<file path="config.mk">
export PLATFORM = sky130hd
export DESIGN_NAME = cnh_queue
export DESIGN_NICKNAME = d
export VERILOG_FILES = /design/src/rtl/core/canny_nms_hysteresis_defines.svh /design/src/rtl/core/cnh_queue.sv
export SDC_FILE = /design/constraint.sdc
export NUM_CORES = 1
export LEC_CHECK = 0
export ABC_AREA = 1
export BUFFER_PORTS_ARGS = -buffer_cell sky130_fd_sc_hd__clkbuf_2
export CORE_ASPECT_RATIO = 1.1
export CORE_MARGIN = 1
export CORE_UTILIZATION = 50
export CTS_BUF_LIST = sky130_fd_sc_hd__clkbuf_16
export CTS_CLUSTER_DIAMETER = 200
export DETAILED_ROUTE_END_ITERATION = 10
export GPL_TIMING_DRIVEN = 0
export PLACE_DENSITY = 0.71
export SLEW_MARGIN = 30
export SYNTH_ARGS = -nofsm -noshare
export SYNTH_HDL_FRONTEND = slang
export SYNTH_SLANG_ARGS = --single-unit
</file>
<file path="constraint.sdc">
create_clock -name clock -period 2.6 [get_ports clock]
set_input_delay 0.13 -clock clock [delete_from_list [all_inputs] [get_ports clock]]
set_output_delay 0.13 -clock clock [all_outputs]
set_load 0.03 [all_outputs]
</file>
<file path="src/rtl/core/canny_nms_hysteresis_defines.svh">
// Assertion macros used by the cnh_back part of the canny_nms_hysteresis RTL.
`ifndef CANNY_NMS_HYSTERESIS_DEFINES_SVH
`define CANNY_NMS_HYSTERESIS_DEFINES_SVH

// Same-cycle implication, off during reset.
`define CNH_ASSERT_IMPLY(label, clk, rst, ante, cons) \
   label: assert property (@(posedge clk) disable iff (rst) (ante) |-> (cons)) \
      else $error("cnh assertion failed");

// Next-cycle implication, off during reset.
`define CNH_ASSERT_NEXT(label, clk, rst, ante, cons) \
   label: assert property (@(posedge clk) disable iff (rst) (ante) |=> (cons)) \
      else $error("cnh assertion failed");

`endif

</file>
<file path="src/rtl/core/cnh_queue.sv">
// Short FIFO between the classifying front and the tracing back.
module cnh_queue #(
   parameter int WIDTH = 8,
   parameter int DEPTH = 4
) (
   input  logic             clock,
   input  logic             reset,
   input  logic             flush,
   input  logic             wr_en,
   input  logic [WIDTH-1:0] wr_data,
   output logic             full,
   input  logic             rd_en,
   output logic             rd_valid,
   output logic [WIDTH-1:0] rd_data
);

   localparam int PW = $clog2(DEPTH);

   logic [WIDTH-1:0] slot_ff [DEPTH];
   logic [PW-1:0]    wr_ptr_ff, wr_ptr_in;
   logic [PW-1:0]    rd_ptr_ff, rd_ptr_in;
   logic [PW:0]      count_ff, count_in;
   logic             push, pop;

   assign full     = (count_ff == (PW+1)'(DEPTH));
   assign rd_valid = (count_ff != '0);
   assign rd_data  = slot_ff[rd_ptr_ff];
   assign push     = wr_en && !full;
   assign pop      = rd_en && rd_valid;

   // advance pointers
   always_comb begin
      wr_ptr_in = wr_ptr_ff;
      rd_ptr_in = rd_ptr_ff;
      count_in  = count_ff;
      if (push) begin
         wr_ptr_in = (wr_ptr_ff == PW'(DEPTH-1)) ? '0 : wr_ptr_ff + 1'b1;
      end
      if (pop) begin
         rd_ptr_in = (rd_ptr_ff == PW'(DEPTH-1)) ? '0 : rd_ptr_ff + 1'b1;
      end
      if (push && !pop) begin
         count_in = count_ff + 1'b1;
      end else if (pop && !push) begin
         count_in = count_ff - 1'b1;
      end
      if (flush) begin
         wr_ptr_in = '0;
         rd_ptr_in = '0;
         count_in  = '0;
      end
   end

   always_ff @(posedge clock) begin
      if (reset) begin
         wr_ptr_ff <= '0;
         rd_ptr_ff <= '0;
         count_ff  <= '0;
      end else begin
         wr_ptr_ff <= wr_ptr_in;
         rd_ptr_ff <= rd_ptr_in;
         count_ff  <= count_in;
      end
   end

   // store entries
   always_ff @(posedge clock) begin
      if (push) begin
         slot_ff[wr_ptr_ff] <= wr_data;
      end
   end

endmodule

</file>
==> results.sh, run 1 <==
export IMPL_run_status="complete, but fails checks"
export IMPL_violations_in_the_final_reports="DRC"
export IMPL_grt_remaining_overflow=0
export IMPL_endpoint_class_of_the_critical_path="flop"
export IMPL_vias_per_cell=5.37
export IMPL_initialDrtViolationCount=21
export IMPL_route_final_wire_length_um=3010
export IMPL_synthesis_area_mm2=0.00170
export IMPL_detailedRoute_firstPassIterationCount=9
export IMPL_tightestPinTransition_ns=0.792
export IMPL_core_area_mm2=0.00315
export IMPL_final_min_clock_period_ns=1.86
export IMPL_horiz_die_dim_um=57.6
export IMPL_postSynthNetCount=166
export IMPL_min_delay_start="reset"
export IMPL_cts_htree_levels=2
export IMPL_critical_path_required_ns=2.77
export IMPL_grt_max_degree=14
export IMPL_synth_area_per_cell_um2=11.6
export IMPL_slowest_stage="fa_1"
export IMPL_worst_endpoint_arrival_ns=2.03
export IMPL_sequential_area_share_after_synthesis=0.672
export IMPL_clock_skew_final_ns=0.00518
export IMPL_most_common_layout_cells="33 x nor2_1, 32 x edfxtp_1, 22 x clkbuf_2"
export IMPL_fmax_ghz=0.537
export IMPL_drt_drc_violations_left=3
export IMPL_post_cts_setup_buffer_count=0
export IMPL_wire_length_of_the_first_global_routing_pass_um=4960
export IMPL_min_delay_path_class="primary input to flop"
export IMPL_final_min_period_over_clock_period=0.716
export IMPL_setup_viol=0
export IMPL_endpoint_of_the_lowest_slack_register_to_register_path="count_ff[1]"
export IMPL_p_leak_nw=0.804
export IMPL_crit_type="flop to flop"
export IMPL_crit_path_start_kind="flop"
export IMPL_max_cap_viol_count=0
export IMPL_reg2reg_depth=9
export IMPL_count_of_clock_tree_sinks=41
export IMPL_crit_path_max_incr_delay_ns=0.41
export IMPL_wl_per_cell_um=14.3
export IMPL_placed_cell_area_mm2=0.00185
export IMPL_unique_masters_post_synth=20
export IMPL_dieArea_mm2=0.00364
export IMPL_grt_usage=0.188
export IMPL_buffer_ports_inserted=22
export IMPL_boundaryPins=23
export IMPL_wp_depth=9
export IMPL_timing_final_max_slew_violations=0
export IMPL_cell_pwr_density_mw_per_mm2=777
export IMPL_ctsHoldBuffers=0
export IMPL_worst_path_max_fanout=7
export IMPL_post_synth_inst_count=146
export IMPL_clock_tree_from_tritoncts="built"
export IMPL_final_hold_worst_slack_ns=0.0239
export IMPL_num_nets_final=195
export IMPL_synth_top_cell_area_share=0.566
export IMPL_cts_repair_resized=0
export IMPL_yosys_area_top_type="edfxtp_1"
export IMPL_antenna_cells_inserted=0
export IMPL_place_hpwl_um=2020
export IMPL_grt_setup_unrepaired="no"
export IMPL_layout_setup_ws_ns=0.739
export IMPL_clock_tree_root_cell="clkbuf_16"
export IMPL_cp_endpoint="count_ff[1]"
export IMPL_place_gp_congestion=0.767
export IMPL_clock_path_buffers=2
export IMPL_relative_max_transition_margin=0.470
export IMPL_place_worst_setup_slack_ns=0.730
export IMPL_final_hold_viol_count=0
export IMPL_fin_tns_setup_ns=0
export IMPL_worstReg2RegStart="count_ff[0]"
export IMPL_start_util=0.539
export IMPL_ir_drop_mv=0.505
export IMPL_synth_warnings=0
export IMPL_layout_area_overhead_vs_synth_pct=17.4
export IMPL_most_common_cell_after_layout_fill_and_taps_aside="nor2_1"
export IMPL_synthTopCellsByArea="edfxtp_1 57%, dfxtp_1 11%, nor2_1 7.3%, ha_1 4.4%, o21ai_0 3.8%"
export IMPL_path_cells="nor2_1 -> nand2_2 -> nand2_2 -> inv_1 -> ha_1 -> inv_1 -> fa_1 -> o21ai_0 -> nor2_1"
export IMPL_antenna_found_initial=0
export IMPL_layout_cells_sized_above_1=0.216
export IMPL_cts_buffers=5
export IMPL_floorplan_die_height_um=63.1
export IMPL_num_rows=21
export IMPL_worst_setup_hold_path_clk_slew_ns=0.05
export IMPL_worstSetupStartpoint="count_ff[0]"
export IMPL_worst_path_buf_inv=2
export IMPL_postLayoutCellArea_mm2=0.00199
export IMPL_num_vias=1128
export IMPL_first_global_vias=1146
export IMPL_ant_nets=0
export IMPL_critical_path_top_delay_family="adder cells"
export IMPL_ys_seq_elements=41
export IMPL_rrSetupSlack_ns=0.74
export IMPL_clk_insertion_delay_late_ns=0.28
==> state kept, by name (all words and copies together) (netlist names), named ones only <==
signal and count:
rd_ptr_ff 2, slot_ff 32, wr_ptr_ff 2, count_ff 3
==> kinds of logic (layout without fill, tap and decap cells) <==
kind of cell / count (synthesis) / count (layout) / synth area share
AO/OA/AOI/OAI: 27 / 27 / 0.0920
AND/OR/NAND/NOR: 52 / 52 / 0.127
flip-flops: 41 / 41 / 0.672
adder cells (fa/ha/maj): 7 / 7 / 0.0560
buffers and inverters: 18 / 48 / 0.0486
XOR/XNOR: 1 / 1 / 0.00516
==> where the power goes <==
part	internal, mW	switching [mW]	total, mW	leakage [nW]
combinational	0.0679	0.147	0.214	0.366
sequential	0.737	0.0170	0.754	0.367
clock	0.351	0.230	0.581	0.0712
==> synthesized netlist by cell type <==
cell and number:
a21oi_1 2, buf_6 2, dfxtp_1 9, edfxtp_1 32, fa_1 1, ha_1 6
inv_1 15, inv_2 1, nand2_1 11, nand2_2 3, nand3_1 1, nand3b_1 2
nand4_1 1, nor2_1 33, nor3_1 1, o21ai_0 13, o21ai_1 1, o21ai_2 3
o22ai_1 8, xor2_1 1
==> worst min path at each step <==
| stage | to | slack (ns) | depth (start not counted) |
|---|---|---|---|
| after floorplan | count_ff[0] | 0.21 | 1 |
| after global placement | count_ff[0] | 0.31 | 2 |
| after detailed placement | count_ff[0] | 0.31 | 2 |
| after CTS | count_ff[0] | 0.02 | 2 |
| after global routing | count_ff[0] | 0.02 | 2 |
| final | count_ff[0] | 0.02 | 2 |
==> final cells by class <==
type / count / area [um^2]
Inverter: 16 / 60.1
Tap cell: 34 / 42.5
Multi-Input combinational cell: 87 / 475
Buffer: 2 / 22.5
Sequential cell: 41 / 1140
Clock buffer: 5 / 125
Fill cell: 251 / 1160
Timing Repair Buffer: 22 / 110
Clock inverter: 3 / 17.5
==> through the flow <==
step,total power [mW],std cells,utilization
after floorplan,0.917,146,-
after global placement,0.974,202,0.587
after detailed placement,0.983,202,0.587
after CTS,1.57,210,0.633
after global routing,1.62,210,0.633
final,1.55,210,0.633
==> layer usage <==
| layer | global-route usage | routed length, um |
|---|---|---|
| met4 | 0.0976 | 74 |
| met3 | 0.0616 | 132 |
| met5 | 0 | 0 |
| met2 | 0.327 | 1530 |
| met1 | 0.198 | 1270 |
Power figures use the tool's default switching activity.
==> run 2, diff against run 1 <==
- PLACE_DENSITY: 0.71 -> 0.74
- clock period: 2.6 -> 1.57 ns (I/O delays scaled with it)
==> results.sh, run 2 (synthesis gave the netlist of run 1 again) <==
export IMPL_grt_remaining_overflow=0
export IMPL_final_hold_worst_slack_ns=0.0134
export IMPL_rrSetupSlack_ns=-0.10
export IMPL_switching_power_mw=0.675
export IMPL_wire_length_of_the_first_global_routing_pass_um=5350
export IMPL_layout_cells_sized_above_1=0.312
export IMPL_largest_register_ff_count=32
export IMPL_antenna_found_initial=0
export IMPL_biggestRegsByFlops="slot_ff: 32 flops, count_ff: 3 flops"
export IMPL_worst_endpoint_arrival_ns=1.84
export IMPL_num_nets_final=205
export IMPL_area_sequential_mm2=0.00115
export IMPL_power_frac_clock=0.356
export IMPL_grt_max_degree=13
export IMPL_detailedRoute_firstPassIterationCount=9
export IMPL_multiInputGateArea_um2=526
export IMPL_route_final_wire_length_um=3250
export IMPL_place_gp_congestion=0.751
export IMPL_most_common_layout_cells="32 x edfxtp_1, 31 x nor2_1, 20 x clkbuf_2"
export IMPL_worst_path_max_fanout=6
export IMPL_layout_area_overhead_vs_synth_pct=25.6
export IMPL_crit_type="flop to flop"
export IMPL_timing_final_max_slew_violations=0
export IMPL_m1WireLength_um=1410
export IMPL_initialDrtViolationCount=44
export IMPL_cp_endpoint="count_ff[1]"
export IMPL_num_rows=21
export IMPL_buffer_ports_inserted=22
export IMPL_most_common_cell_after_layout_fill_and_taps_aside="edfxtp_1"
export IMPL_antenna_cells_inserted=0
export IMPL_dieArea_mm2=0.00364
export IMPL_wl_per_cell_um=14.8
export IMPL_ant_nets=0
export IMPL_power_sequential_fraction=0.474
export IMPL_final_hold_viol_count=0
export IMPL_first_global_vias=1166
export IMPL_met3WireLength_um=116
export IMPL_sw_frac_of_total=0.255
export IMPL_critical_path_required_ns=1.74
export IMPL_clock_path_buffers=2
export IMPL_grt_setup_unrepaired="yes"
export IMPL_reg2reg_depth=9
export IMPL_register_with_the_most_flip_flops="slot_ff"
export IMPL_tightestPinTransition_ns=0.832
export IMPL_cell_pwr_density_mw_per_mm2=1240
export IMPL_top_signal_layer_used="met4"
export IMPL_fmax_ghz=0.598
export IMPL_clock_skew_final_ns=0.00389
export IMPL_drt_drc_violations_left=1
export IMPL_floorplan_die_height_um=63.1
export IMPL_cts_htree_levels=2
export IMPL_clock_tree_from_tritoncts="built"
export IMPL_met2WireLength_um=1680
export IMPL_clock_tree_root_cell="clkbuf_16"
export IMPL_ir_drop_mv=0.610
export IMPL_layout_setup_ws_ns=-0.101
export IMPL_clk_insertion_delay_late_ns=0.28
export IMPL_boundaryPins=23
export IMPL_min_delay_path_class="primary input to flop"
export IMPL_relative_max_transition_margin=0.443
export IMPL_p_leak_nw=0.873
export IMPL_power_total_mw=2.64
export IMPL_max_cap_viol_count=0
export IMPL_place_worst_setup_slack_ns=-0.163
export IMPL_endpoint_of_the_lowest_slack_register_to_register_path="count_ff[1]"
export IMPL_layout_filler_cells=219
export IMPL_cts_buffers=5
export IMPL_horiz_die_dim_um=57.6
export IMPL_setup_viol=26
export IMPL_crit_path_start_kind="flop"
export IMPL_worstReg2RegStart="count_ff[0]"
export IMPL_worst_setup_hold_path_clk_slew_ns=0.06
export IMPL_worstSetupStartpoint="count_ff[0]"
export IMPL_count_of_clock_tree_sinks=41
export IMPL_run_status="complete, but fails checks"
export IMPL_num_vias=1169
export IMPL_power_internal_mw=1.97
export IMPL_final_min_clock_period_ns=1.67
export IMPL_grt_usage=0.204
export IMPL_endpoint_class_of_the_critical_path="flop"
export IMPL_final_min_period_over_clock_period=1.06
export IMPL_violations_in_the_final_reports="DRC, setup timing"
export IMPL_vias_per_cell=5.31
export IMPL_place_hpwl_um=2200
export IMPL_core_area_mm2=0.00315
export IMPL_start_util=0.539
export IMPL_power_combinational_fraction=0.170
## run 2: cell count changes in the layout (fill, tap and decap cells not counted), moves of 2 or more
cell	change
clkbuf_2	-2
nand2_4	+4
buf_2	+2
dlygate4sd3_1	+2
nor2_1	-2
dfxtp_4	+2
nand2_2	-2
buf_4	+8
nand2_1	-2
inv_4	+2
dfxtp_1	-4
dfxtp_2	+2
## run 2: what timing repair did
action / in CTS / in global routing
setup buffers: 5 / 3
pin swaps: 5 / 6
hold buffers: 2 / 0
setup endpoints to repair: 40 / 34
gates resized for setup: 4 / 7
hold endpoints to repair: 1 / 0
## run 2: area by class of cell
| cell class | instances | area share |
|---|---|---|
| buffer | 2 | 0.0106 |
| clock buffer | 5 | 0.0586 |
| clock inverter | 3 | 0.00586 |
| inverter | 16 | 0.0305 |
| multi-input combinational | 87 | 0.246 |
| sequential | 41 | 0.539 |
| tap | 34 | 0.0199 |
| timing repair buffer | 32 | 0.0891 |
## run 2: worst min-delay path by stage
| stage | start | cells after the start | to |
|---|---|---|---|
| 2_1_floorplan | reset | 1 | count_ff[0] |
| 5_1_grt | wr_data[2] | 1 | slot_ff[1][2] |
| 3_3_place_gp | reset | 2 | count_ff[0] |
| 4_1_cts | wr_data[0] | 1 | slot_ff[0][0] |
| 3_5_place_dp | flush | 2 | count_ff[0] |
| 6_report | wr_data[0] | 1 | slot_ff[3][0] |
## run 2: per-layer routing
metal / vias up / track usage
met2: 24 / 0.358
met4: 0 / 0.0732
met3: 5 / 0.0513
li1: 581 / -
met1: 559 / 0.238
met5: - / 0
## run 2: critical path: stages, from the launching register on
cell and delay, ns:
dfxtp_4 0.35, nor2_4 0.16, nand2_4 0.08, nand2_4 0.11, inv_4 0.04, ha_4 0.16
inv_4 0.06, fa_2 0.43, o21ai_1 0.12, nor2_1 0.05
## run 2: power groups by stage
stage               clock, mW  sequential [mW]  combinational (mW)
floorplan                   0             1.27               0.284
global placement            0             1.27               0.373
detailed placement          0             1.28               0.394
CTS                     0.953             1.25               0.427
global route             1.00             1.26               0.493
finish                  0.940             1.25               0.448
## run 2: stage by stage
step           instances  utilization  instance area, um^2  setup TNS, ns
2_1_floorplan        146            -                 1740        -0.0780
3_3_place_gp         202        0.602                 1900         -0.739
3_5_place_dp         202        0.602                 1900          -2.61
4_1_cts              217        0.667                 2100          -1.65
5_1_grt              220        0.677                 2130          -3.90
6_report             220        0.677                 2130          -1.10
==> run 3, diff against run 2 <==
- MAX_ROUTING_LAYER: default -> met4
==> results.sh, run 3 (synthesis gave the netlist of run 1 again) <==
export IMPL_run_status="complete, but fails checks"
export IMPL_violations_in_the_final_reports="DRC, setup timing"
export IMPL_wl_per_cell_um=14.9
export IMPL_grt_usage=0.210
export IMPL_layout_area_overhead_vs_synth_pct=25.6
export IMPL_grt_remaining_overflow=0
export IMPL_clk_insertion_delay_late_ns=0.28
export IMPL_count_of_clock_tree_sinks=41
export IMPL_slowest_stage="fa_2"
export IMPL_register_with_the_most_flip_flops="slot_ff"
export IMPL_postLayoutCellArea_mm2=0.00213
export IMPL_busiest_layer="met2"
export IMPL_crit_type="flop to flop"
export IMPL_cts_buffers=5
export IMPL_detailedRoute_firstPassIterationCount=7
export IMPL_power_internal_mw=1.97
export IMPL_horiz_die_dim_um=57.6
export IMPL_power_total_mw=2.64
export IMPL_clock_tree_from_tritoncts="built"
export IMPL_setup_viol=26
export IMPL_final_min_period_over_clock_period=1.06
export IMPL_timing_final_max_slew_violations=0
export IMPL_grt_setup_unrepaired="yes"
export IMPL_clock_tree_root_cell="clkbuf_16"
export IMPL_place_hpwl_um=2200
export IMPL_route_final_wire_length_um=3270
export IMPL_relative_max_transition_margin=0.446
export IMPL_grt_max_degree=13
export IMPL_worst_path_max_fanout=6
export IMPL_layout_filler_cells=219
export IMPL_sw_frac_of_total=0.256
export IMPL_power_sequential_fraction=0.474
export IMPL_core_area_mm2=0.00315
export IMPL_final_hold_worst_slack_ns=0.0135
export IMPL_clock_skew_final_ns=0.00385
export IMPL_first_global_vias=1166
export IMPL_drt_drc_violations_left=1
export IMPL_num_rows=21
export IMPL_switching_power_mw=0.678
export IMPL_power_frac_clock=0.356
export IMPL_antenna_found_initial=0
export IMPL_floorplan_die_height_um=63.1
export IMPL_most_common_layout_cells="32 x edfxtp_1, 31 x nor2_1, 20 x clkbuf_2"
export IMPL_ant_nets=0
export IMPL_cts_htree_levels=2
export IMPL_vias_per_cell=5.37
export IMPL_p_leak_nw=0.873
export IMPL_layout_setup_ws_ns=-0.102
export IMPL_grt_use_met1=0.238
export IMPL_initialDrtViolationCount=42
export IMPL_final_min_clock_period_ns=1.67
export IMPL_buffer_ports_inserted=22
export IMPL_power_combinational_fraction=0.170
export IMPL_num_vias=1181
export IMPL_biggestRegsByFlops="slot_ff: 32 flops, count_ff: 3 flops"
export IMPL_place_gp_congestion=0.761
export IMPL_num_nets_final=205
export IMPL_most_common_cell_after_layout_fill_and_taps_aside="edfxtp_1"
export IMPL_largest_register_ff_count=32
export IMPL_globalRouteMet2Util=0.358
export IMPL_layout_cells_sized_above_1=0.312
export IMPL_met3_track_demand_over_resource_in_global_routing=0.0513
export IMPL_wire_length_of_the_first_global_routing_pass_um=5350
export IMPL_endpoint_class_of_the_critical_path="flop"
export IMPL_min_delay_path_class="primary input to flop"
export IMPL_crit_path_start_kind="flop"
export IMPL_cell_pwr_density_mw_per_mm2=1240
export IMPL_worst_setup_hold_path_clk_slew_ns=0.06
export IMPL_max_cap_viol_count=0
export IMPL_path_cells="nor2_4 -> nand2_4 -> nand2_4 -> inv_4 -> ha_4 -> inv_4 -> fa_2 -> o21ai_1 -> nor2_1"
export IMPL_crit_path_max_incr_delay_ns=0.44
export IMPL_dieArea_mm2=0.00364
export IMPL_clock_path_buffers=2
export IMPL_boundaryPins=23
export IMPL_fmax_ghz=0.598
export IMPL_ir_drop_mv=0.611
export IMPL_placed_cell_area_mm2=0.00190
export IMPL_critical_path_required_ns=1.74
export IMPL_tightestPinTransition_ns=0.828
export IMPL_antenna_cells_inserted=0
export IMPL_fin_tns_setup_ns=-1.03
export IMPL_start_util=0.539
export IMPL_worst_endpoint_arrival_ns=1.84
export IMPL_final_hold_viol_count=0
[run 3: cell counts in the layout (fill, tap and decap cells not counted)]
No cell type changed its count.
[run 3: stage by stage]
step	setup slack, ns	cells	util
finish	-0.102	220	0.677
global route	-0.167	220	0.677
CTS	-0.108	217	0.667
detailed placement	-0.163	202	0.602
global placement	-0.0952	202	0.602
floorplan	-0.0435	146	-
[run 3: layer usage]
| layer | vias to the layer above | wire (um) |
|---|---|---|
| li1 | 582 | - |
| met1 | 556 | 1420 |
| met2 | 32 | 1680 |
| met3 | 11 | 119 |
| met4 | 0 | 57 |
| met5 | - | 0 |
[run 3: path summary, 6_finish.rpt]
path	startpoint	to	slack, ns	cells past startpoint
max	count_ff[0]	count_ff[1]	-0.10	9
min	wr_data[0]	slot_ff[3][0]	0.01	1
max reg2reg	count_ff[0]	count_ff[1]	-0.10	9
min reg2reg	rd_ptr_ff[1]	flop	0.54	2
[run 3: power by group through the flow]
stage / combinational, mW / sequential [mW] / clock (mW)
finish: 0.450 / 1.25 / 0.942
global route: 0.493 / 1.26 / 1.00
CTS: 0.427 / 1.25 / 0.953
detailed placement: 0.394 / 1.28 / 0
global placement: 0.373 / 1.27 / 0
floorplan: 0.284 / 1.27 / 0
[run 3: layout make-up]
cell class                      instances  area (um^2)  area share
Sequential cell                        41         1150       0.539
Tap cell                               34         42.5      0.0199
Clock buffer                            5          125      0.0586
Timing Repair Buffer                   32          190      0.0891
Multi-Input combinational cell         87          526       0.246
Clock inverter                          3         12.5     0.00586
Buffer                                  2         22.5      0.0106
Inverter                               16         65.1      0.0305
[run 3: worst max-delay path, delay by kind of cell (launching register included)]
kind,cells,cell delay [ns]
adder cells (fa/ha/maj),2,0.60
AND/OR/NAND/NOR,4,0.40
flip-flops,1,0.35
AO/OA/AOI/OAI,1,0.12
buffers and inverters,2,0.10
[run 3: what timing repair did]
| action | CTS | global route |
|---|---|---|
| hold endpoints to repair | 1 | 0 |
| resized for setup | 4 | 7 |
| hold buffers | 2 | 0 |
| setup endpoints to repair | 40 | 34 |
| setup buffers | 5 | 3 |
| pin swaps | 5 | 6 |
